==> src/design/gre_pkg.sv <==
`timescale 1ns / 1ps
// ----------------------------------------------------------------------------
// Reachability engine package
// Shared sizes, codes, memory request type and helper functions.
// ----------------------------------------------------------------------------
package gre_pkg;

   localparam int MAX_NODES  = 32;
   localparam int NODE_BITS  = $clog2(MAX_NODES);
   localparam int ROW_BITS   = MAX_NODES;
   localparam int COUNT_BITS = 6;

   // Item kind carried in tuser.
   localparam logic MODE_WRITE = 1'b0;
   localparam logic MODE_QUERY = 1'b1;

   typedef logic [ROW_BITS-1:0]  row_type;
   typedef logic [NODE_BITS-1:0] node_type;

   typedef struct packed {
      logic     wr_en;
      node_type wr_addr;
      row_type  wr_data;
      logic     rd_en;
      node_type rd_addr;
   } mem_req_type;

   // Number of nodes in use, capped at the matrix size.
   function automatic logic [COUNT_BITS-1:0] active_limit(input logic [COUNT_BITS-1:0] count);
      logic [COUNT_BITS-1:0] result;
      result = count;
      if (count > COUNT_BITS'(MAX_NODES)) begin
         result = COUNT_BITS'(MAX_NODES);
      end
      return result;
   endfunction

   // Columns below the limit.
   function automatic row_type column_mask(input logic [COUNT_BITS-1:0] limit);
      row_type result;
      for (int j = 0; j < ROW_BITS; j++) begin
         result[j] = (COUNT_BITS'(j) < limit);
      end
      return result;
   endfunction

   // Index of the lowest set bit; zero for an empty mask.
   function automatic node_type lowest_index(input row_type m);
      node_type result;
      result = '0;
      for (int j = ROW_BITS - 1; j >= 0; j--) begin
         if (m[j]) begin
            result = NODE_BITS'(j);
         end
      end
      return result;
   endfunction

endpackage

==> src/design/gre_adj_mem.sv <==
`timescale 1ns / 1ps
// ----------------------------------------------------------------------------
// Adjacency row memory
// One write and one registered read port; rows never written read as zero.
// ----------------------------------------------------------------------------
module gre_adj_mem
   import gre_pkg::*;
(
   input  logic        clock,
   input  logic        reset,
   input  mem_req_type mem_req,
   output row_type     rd_data
);

   row_type               mem_ff [MAX_NODES];
   logic [MAX_NODES-1:0]  row_valid_ff;
   logic [MAX_NODES-1:0]  row_valid_in;
   row_type               rd_row_ff;
   logic                  rd_valid_ff;

   always_comb begin
      row_valid_in = row_valid_ff;
      if (mem_req.wr_en) begin
         row_valid_in[mem_req.wr_addr] = 1'b1;
      end
   end

   always_ff @(posedge clock) begin
      if (reset) begin
         row_valid_ff <= '0;
         rd_valid_ff  <= 1'b0;
      end else begin
         row_valid_ff <= row_valid_in;
         if (mem_req.rd_en) begin
            rd_valid_ff <= row_valid_ff[mem_req.rd_addr];
         end
      end
   end

   always_ff @(posedge clock) begin
      if (mem_req.wr_en) begin
         mem_ff[mem_req.wr_addr] <= mem_req.wr_data;
      end
      if (mem_req.rd_en) begin
         rd_row_ff <= mem_ff[mem_req.rd_addr];
      end
   end

   assign rd_data = rd_valid_ff ? rd_row_ff : '0;

endmodule

==> src/design/gre_search.sv <==
`timescale 1ns / 1ps
// ----------------------------------------------------------------------------
// Reachability search sequencer
// Takes items, writes rows, and expands one pending node per pass of the
// shared merge unit until no node is left; holds the result register.
// ----------------------------------------------------------------------------
module gre_search
   import gre_pkg::*;
(
   input  logic                  clock,
   input  logic                  reset,
   input  logic                  req_valid,
   output logic                  req_ready,
   input  logic                  req_mode,
   input  node_type              req_row_node,
   input  row_type               req_row_edges,
   input  node_type              req_start_node,
   input  logic [COUNT_BITS-1:0] limit,
   input  row_type               cols,
   output mem_req_type           mem_req,
   input  row_type               rd_data,
   output logic                  rsp_valid,
   input  logic                  rsp_ready,
   output row_type               rsp_data
);

   typedef enum logic [3:0] {
      ST_IDLE  = 4'b0001,
      ST_PICK  = 4'b0010,
      ST_MERGE = 4'b0100,
      ST_DONE  = 4'b1000
   } state_type;

   state_type state_ff, state_in;
   row_type   visited_ff, visited_in;
   row_type   pending_ff, pending_in;
   row_type   start_bit_ff, start_bit_in;
   logic      rsp_valid_ff, rsp_valid_in;
   row_type   rsp_data_ff, rsp_data_in;
   row_type   fresh;
   logic      accept;

   assign req_ready = (state_ff == ST_IDLE);
   assign accept    = req_valid && req_ready;
   assign fresh     = rd_data & cols & ~visited_ff;

   always_comb begin
      state_in     = state_ff;
      visited_in   = visited_ff;
      pending_in   = pending_ff;
      start_bit_in = start_bit_ff;
      rsp_valid_in = rsp_valid_ff && !rsp_ready;
      rsp_data_in  = rsp_data_ff;
      mem_req      = '0;
      unique case (state_ff)
         ST_IDLE: begin
            if (accept) begin
               if (req_mode == MODE_WRITE) begin
                  mem_req.wr_en   = 1'b1;
                  mem_req.wr_addr = req_row_node;
                  mem_req.wr_data = req_row_edges;
               end else begin
                  start_bit_in = row_type'(1) << req_start_node;
                  if ({1'b0, req_start_node} >= limit) begin
                     // Start outside the active nodes answers an empty mask.
                     visited_in = '0;
                     pending_in = '0;
                     state_in   = ST_DONE;
                  end else begin
                     visited_in = row_type'(1) << req_start_node;
                     pending_in = row_type'(1) << req_start_node;
                     state_in   = ST_PICK;
                  end
               end
            end
         end
         ST_PICK: begin
            mem_req.rd_en   = 1'b1;
            mem_req.rd_addr = lowest_index(pending_ff);
            pending_in      = pending_ff & (pending_ff - row_type'(1));
            state_in        = ST_MERGE;
         end
         ST_MERGE: begin
            visited_in = visited_ff | fresh;
            pending_in = pending_ff | fresh;
            state_in   = ((pending_ff | fresh) == '0) ? ST_DONE : ST_PICK;
         end
         ST_DONE: begin
            if (!rsp_valid_ff || rsp_ready) begin
               rsp_valid_in = 1'b1;
               rsp_data_in  = visited_ff & ~start_bit_ff;
               state_in     = ST_IDLE;
            end
         end
         default: begin
            state_in = ST_IDLE;
         end
      endcase
   end

   always_ff @(posedge clock) begin
      if (reset) begin
         state_ff     <= ST_IDLE;
         rsp_valid_ff <= 1'b0;
         visited_ff   <= '0;
         pending_ff   <= '0;
      end else begin
         state_ff     <= state_in;
         rsp_valid_ff <= rsp_valid_in;
         visited_ff   <= visited_in;
         pending_ff   <= pending_in;
      end
   end

   always_ff @(posedge clock) begin
      start_bit_ff <= start_bit_in;
      rsp_data_ff  <= rsp_data_in;
   end

   assign rsp_valid = rsp_valid_ff;
   assign rsp_data  = rsp_data_ff;

endmodule

==> src/design/graph_reachability_engine.sv <==
`timescale 1ns / 1ps
// ----------------------------------------------------------------------------
// Graph reachability engine
// Directed graph held as a 32 x 32 adjacency bit matrix; answers the set of
// nodes reachable from a start node.
// ----------------------------------------------------------------------------
// Usage:
// The req channel carries one item per handshake. tuser is the mode: 0 writes
// adjacency row row_node with row_edges (bit j marks the edge to node j), 1
// asks for the nodes reachable from start_node. A write gives no result and
// keeps req_tready high. A query gives one rsp item whose tdata is the
// reachable mask, with the start bit always cleared and nodes at or above
// node_count left out.
// Search: a query expands one node per pass through a pick state, which takes
// the lowest pending node and reads its row from the registered memory port,
// and a merge state, in which the shared merge unit folds the row into the
// visited and pending masks. A start node outside the active range skips the
// expansion and goes straight to the done state. req_tready is low while a
// query runs, so the next item is taken only after the query's result has
// been registered.
// Reset clears the graph (every row reads as zero) and the result valid flag
// and sets node_count to 32. When the receiver stalls, a finished result
// waits in the rsp register while the engine returns to idle and still takes
// row writes; a following query runs but then waits in its final step, with
// req_tready low, until it drains. csr_wr_en with csr_wr_data writes
// node_count; the user must write it only when idle; the block does not check.
// ----------------------------------------------------------------------------
module graph_reachability_engine
   import gre_pkg::*;
(
   input  logic        clock,
   input  logic        reset,
   // Request item.
   input  logic        req_tvalid,
   output logic        req_tready,
   input  logic [47:0] req_tdata,   // row_node[4:0], row_edges[36:5], start_node[41:37], zero
   input  logic        req_tuser,   // mode
   // Result item.
   output logic        rsp_tvalid,
   input  logic        rsp_tready,
   output logic [31:0] rsp_tdata,   // reachable_mask[31:0]
   // Configuration.
   input  logic        csr_wr_en,
   input  logic [5:0]  csr_wr_data  // node_count
);

   logic [COUNT_BITS-1:0] node_count_ff;
   logic [COUNT_BITS-1:0] limit;
   row_type               cols;
   mem_req_type           mem_req;
   row_type               rd_data;

   // The node count register; the limit and column mask follow it directly.
   always_ff @(posedge clock) begin
      if (reset) begin
         node_count_ff <= COUNT_BITS'(MAX_NODES);
      end else if (csr_wr_en) begin
         node_count_ff <= csr_wr_data;
      end
   end

   assign limit = active_limit(node_count_ff);
   assign cols  = column_mask(limit);

   gre_adj_mem u_mem (
      .clock   (clock),
      .reset   (reset),
      .mem_req (mem_req),
      .rd_data (rd_data)
   );

   gre_search u_search (
      .clock          (clock),
      .reset          (reset),
      .req_valid      (req_tvalid),
      .req_ready      (req_tready),
      .req_mode       (req_tuser),
      .req_row_node   (req_tdata[4:0]),
      .req_row_edges  (req_tdata[36:5]),
      .req_start_node (req_tdata[41:37]),
      .limit          (limit),
      .cols           (cols),
      .mem_req        (mem_req),
      .rd_data        (rd_data),
      .rsp_valid      (rsp_tvalid),
      .rsp_ready      (rsp_tready),
      .rsp_data       (rsp_tdata)
   );

   // A row write never produces a result in the following cycle.
   assert property (@(posedge clock) disable iff (reset)
      (req_tvalid && req_tready && req_tuser == MODE_WRITE) |=> !$rose(rsp_tvalid))
      else $error("result raised after a row write");

   // Results never report a node outside the active range.
   assert property (@(posedge clock) disable iff (reset)
      rsp_tvalid |-> ((rsp_tdata & ~cols) == '0))
      else $error("result reports an inactive node");

   // A query out of range finishes with an empty mask.
   assert property (@(posedge clock) disable iff (reset)
      (req_tvalid && req_tready && req_tuser == MODE_QUERY
       && {1'b0, req_tdata[41:37]} >= limit && !rsp_tvalid)
      |=> ##1 (rsp_tvalid && rsp_tdata == '0))
      else $error("out of range query did not answer zero");

   // Nothing leaves the rsp register right after reset.
   assert property (@(posedge clock) reset |=> !rsp_tvalid)
      else $error("result valid after reset");

endmodule
==> config.mk <==
export PLATFORM = sky130hd
export DESIGN_NAME = graph_reachability_engine
export DESIGN_NICKNAME = d
export VERILOG_FILES = /design/src/design/gre_pkg.sv /design/src/design/gre_adj_mem.sv /design/src/design/gre_search.sv /design/src/design/graph_reachability_engine.sv
export SDC_FILE = /design/constraint.sdc
export NUM_CORES = 2
export LEC_CHECK = 0
export BUFFER_PORTS_ARGS = -buffer_cell sky130_fd_sc_hd__buf_2
export CORE_MARGIN = 2
export CORE_UTILIZATION = 56
export CTS_CLUSTER_SIZE = 25
export DETAILED_ROUTE_END_ITERATION = 6
export HOLD_SLACK_MARGIN = 0.05
export PLACE_DENSITY = 0.8
export RECOVER_POWER = 50
export SLEW_MARGIN = 20
export SYNTH_ARGS = -nofsm -noshare
export SYNTH_HDL_FRONTEND = slang
export SYNTH_HIERARCHICAL = 1
export SYNTH_SLANG_ARGS = --single-unit
==> constraint.sdc <==
create_clock -name clock -period 4.5 [get_ports clock]
set_input_delay 1.35 -clock clock [delete_from_list [all_inputs] [get_ports clock]]
set_output_delay 1.35 -clock clock [all_outputs]
set_load 0.005 [all_outputs]
After elaboration in Yosys (flattened, before gate mapping)
Memories as Yosys holds them, arrays and structs flattened. A register that Yosys moved wholly into a read port is not among the register bits.
Index checks and enable logic that the tools add are counted.

storage, ports and cells
  input bits = 60
  RAM bits = 1024
  logic and storage cells = 136
  flip-flop bits (word level) = 172
  memories = 1
  output and inout bits = 34

operators by class
  bitwise logic cells = 9
  equal/unequal tests = 7
  order comparisons = 37
  reductions and logical operators = 14
  $add $sub $neg = 1
  shift-type cells = 1
  multiplexer cells = 57

memories
  name          depth  width  read ports  clocked after Yosys merged registers in  wr ports  line               source
  u_mem.mem_ff  32     32     1           1                                        1         gre_adj_mem.sv:15  row_type mem_ff [MAX_NODES];

operators by type and width
  operator                                                              count
  5-bit two-way mux                                                     32
  32-bit bitwise AND                                                    4
  32-bit two-way mux                                                    4
  38-bit two-way mux                                                    3
  5-bit by 6-bit < comparator with 1-bit output, first input constant   16
  32-bit OR                                                             3
  32-bit case mux with 3 select lines                                   1
  32-bit inverter                                                       2
  32-bit case mux with 2 select lines                                   1
  4-bit by 6-bit < comparator with 1-bit output, first input constant   8
  32-bit zero test                                                      1
  1-bit by 5-bit << shifter with 32-bit output, first input constant    1
  32-bit by 1-bit subtractor with 32-bit output, second input constant  1
  3-bit by 6-bit < comparator with 1-bit output, first input constant   4
  4-bit two-way mux                                                     5
  4-bit case mux with 4 select lines                                    1
  1-bit by 6-bit < comparator with 1-bit output, first input constant   2
  2-bit by 6-bit < comparator with 1-bit output, first input constant   2
  5-bit by 6-bit < comparator with 1-bit output, second input constant  2
  6-bit two-way mux                                                     2
  3-bit AND reduction                                                   4
  5-bit by 6-bit >= comparator with 1-bit output                        1
  6-bit > comparator, second input constant                             1
  1-bit two-way mux                                                     6
  other kinds (15)                                                      19

Longest topological paths before layout
  depth in word-level cells = 35
  gate-level depth with buffers = 16
  gate-level depth less buffers = 11

By module
Netlist, hierarchy kept.

modules (own cells, without submodules)
  module                     sequential area each (µm²)  times used  cells each  area an instance (µm²)
  gre_adj_mem                32371.0                     1           1709        41307.1
  gre_search                 3303.2                      1           826         7115.6
  graph_reachability_engine  120.1                       1           89          573.0

Least setup slack after synthesis
Ideal clock, no wire load.

  path kind = input to register
  start = in req_tuser
  end = mem u_mem/mem_ff[10][0] in the netlist's numbering, enable pin
  setup slack = 0.111 ns
  library setup time = 0.423 ns
  path buffers = 1
  stages on the path = 5
  required time = 4.077 ns
  arrival time = 3.966 ns
  cells stage by stage = and3b_1 > clkbuf_1 > and2_1 > or3b_2 > nor2_1

RTL lines
  element             line                             source
  start: declaration  graph_reachability_engine.sv:37  input logic req_tuser,
  end: declaration    gre_adj_mem.sv:15

==> out/results.ini <==
[floorplan]
start_util_pct = 56.48
die_h_um = 299.8
die_area_um2 = 89870
io_pins = 94
die_w_um = 299.8
core_area_um2 = 86750
num_rows = 108

[place]
place.gp.congestion = 0.9248
dpl.hpwl_um = 75150
post_dp_cell_area_um2 = 51900
port_buffers = 87
dp_slack_ns = 0.4873

[yosys]
yosysSeqAreaShare_pct = 73.06
synthTopCellsByArea = edfxtp_1 69%, mux4_2 15%, dfxtp_1 4.4%
synth_cell_types = 71
synth_edf_count = 1120
synth_top_area_cell = edfxtp_1
ys_seq_elements = 1228
synthCells = 2624
synth_warnings = 6
async_flop_share_pct = 0
synth_ff_type = edfxtp_1
synth.most_common_cell = edfxtp_1
postSynthAreaPerCell_um2 = 18.67
synth_nets = 2689
synth_common_cells = 1120 x edfxtp_1, 320 x mux4_2, 247 x nor2_1, 108 x dfxtp_1, 93 x a21oi_1
synth.cell_area_um2 = 49000
netlist.area_leader.share_pct = 68.64

[global_routing]
grt_max_degree = 79
grt_pass1_vias = 27450
antenna_found_initial = 7
grt_usage_pct = 29.48
grt_pass1_wl_um = 190400
grt_overflow = 0

[worst_setup_path]
crit_slowest_cell = buf_2
reg2reg_from = u_search/state_ff[0]
cp.arrival_ns = 4.44
cp.required_ns = 4.79
critPathTopFamily = simple AND/OR/NAND/NOR gates
cp_cell_sequence = nor4b_1 > and3b_1 > or3b_1 > nor2_1 > buf_2
cp-start-kind = flop
critPathKind = flop to flop
critPathLaunch = u_search/state_ff[0]
path_buf_inv = 1
slowest_delay_ns = 0.87
endpoint_kind = flop
crit_fanout = 25

[sta]
worst_slack_ns = 0.3509
rsz0062_at_grt = no
finalCritPeriodShare_pct = 92.20
max_freq_ghz = 0.2410
setup_tns_ns = 0
slew_headroom_pct = -32.53
clock-skew-final_ns = 0.04494
tightest_slew_ns = 1.970
fin_crit_ns = 4.149
setup_violations = 0
hold_violations = 0
finalMaxSlewViolations = 306

[clocking]
cts_setup_buffers = 0
clock_sinks = 1228
clock_path_buffers = 3
ctsHoldBuffers = 0
numCtsBuffers = 116
clock_tree.root_cell = clkbuf_16
path_clk_slew_ns = 0.06
cts-resized-gates = 0
h-tree-depth = 3
clk_latency_ns = 0.71
cts_tree = built

[drt]
wl_um = 130800
drtIter0Drc = 3782
viasPerCell = 6.658
ant_nets = 0
wl_per_cell_um = 32.20
drc = 0
vias = 27050
drtPass1Iterations = 5

[status]
outcome = complete, but fails checks
violations = capacitance limit, slew limit

[cells_and_area]
drive_above_1_share_pct = 25.65
regArea_um2 = 35790
final_cell_area_um2 = 55460
multiInputGateArea_um2 = 12660
fill_cells = 5674
nets = 2872
area_growth_pct = 13.19

[run]
drv_cap = 8

[pwr]
p_comb_share_pct = 3.1
pwr-share-clk_pct = 42.2
seqPwrFrac_pct = 54.7
total_power_mw = 22.98
p_leak_nw = 18.35
p_int_mw = 18.09
switching_share_pct = 21.27
p_per_area_nw_per_um2 = 414.4
switching_power_mw = 4.888
ir_worst_vdd_v = 0.0003356

[min_path]
hold_class = flop to flop
hold_start = u_mem/row_valid_ff[3]

## metrics by stage
stage          std cells  hold WS, ns  utilization [%]
6_report            4062       0.4775            63.93
5_1_grt             4059       0.5077            63.92
4_1_cts             4059       0.4759            64.18
3_5_place_dp        3844       0.4624            59.82
3_3_place_gp        3844       0.4492            59.82
2_1_floorplan       2624       0.4396                -
## worst min-delay path, stage by stage, from the launching register on
cell     delay, ns
dfxtp_1       0.33
nor2_1        0.05
nor2_1        0.07
## metal layers
metal  vias up  share of wire (%)  wire, µm  global-route usage (%)
met5         -             0.0076        10                       0
met2      1878                 49     64350                   47.93
met4         2                4.6      5990                   13.12
met3       346                 11     14060                   5.419
met1     13870                 35     46390                   39.43
li1      10950                  -         -                       -
## logic make-up (layout without fill, tap and decap cells)
family / Yosys count / after routing / share of synthesized area (%)
AOI/OAI and AO/OA: 238 / 238 / 2.978
and+or+nand+nor: 603 / 603 / 6.277
DFF: 1228 / 1228 / 73.06
muxes: 373 / 373 / 15.87
other: 0 / 3 / 0
adders and majority gates: 5 / 5 / 0.1277
buffers and inverters: 176 / 456 / 1.670
xor gates and xnor gates: 1 / 1 / 0.01788
## power groups by stage
stage,registers [mW],logic [mW],clock network (mW)
after floorplan,12.8,0.450,0
after global placement,12.8,0.676,0
after detailed placement,12.8,0.702,0
after CTS,12.6,0.713,9.81
after global routing,12.6,0.768,10.2
final,12.6,0.712,9.70
## cell type report
| type | instances | area share, % |
|---|---|---|
| Sequential cell | 1228 | 64.54 |
| Antenna cell | 3 | 0.01354 |
| Clock buffer | 143 | 5.471 |
| Timing Repair Buffer | 213 | 3.014 |
| Inverter | 28 | 0.1895 |
| Tap cell | 1155 | 2.606 |
| Multi-Input combinational cell | 1220 | 22.82 |
| Clock inverter | 72 | 1.345 |
## path summary, 6_finish.rpt
| check | to | cells past startpoint | slack (ns) |
|---|---|---|---|
| max | u_mem/mem_ff[28][26] | 5 | 0.35 |
| min | u_mem/row_valid_ff[3] | 2 | 0.48 |
| max reg2reg | u_mem/mem_ff[28][26] | 5 | 0.35 |
| min reg2reg | u_mem/row_valid_ff[3] | 2 | 0.48 |
## state kept, by name, indices dropped and copies added, names as in the netlist
name / count
u_search/pending_ff: 32
u_mem/mem_ff: 1024
u_mem/rd_row_ff: 32
u_mem/rd_valid_ff: 1
node_count_ff: 6
u_search/rsp_data: 32
u_search/start_bit_ff: 32
u_search/state_ff: 4
u_search/visited_ff: 32
u_search/rsp_valid: 1
u_mem/row_valid_ff: 32
## cell usage in the layout, fill, tap and decap left out, types with 53 or more instances in the layout
master / count
nand2_1: 66
buf_4: 53
mux4_2: 320
dfxtp_1: 108
buf_2: 63
clkbuf_1: 70
edfxtp_1: 1120
and2_1: 57
a21oi_1: 93
nor2_1: 218
clkbuf_16: 116
No activity file was read; power rests on OpenSTA's default activity.
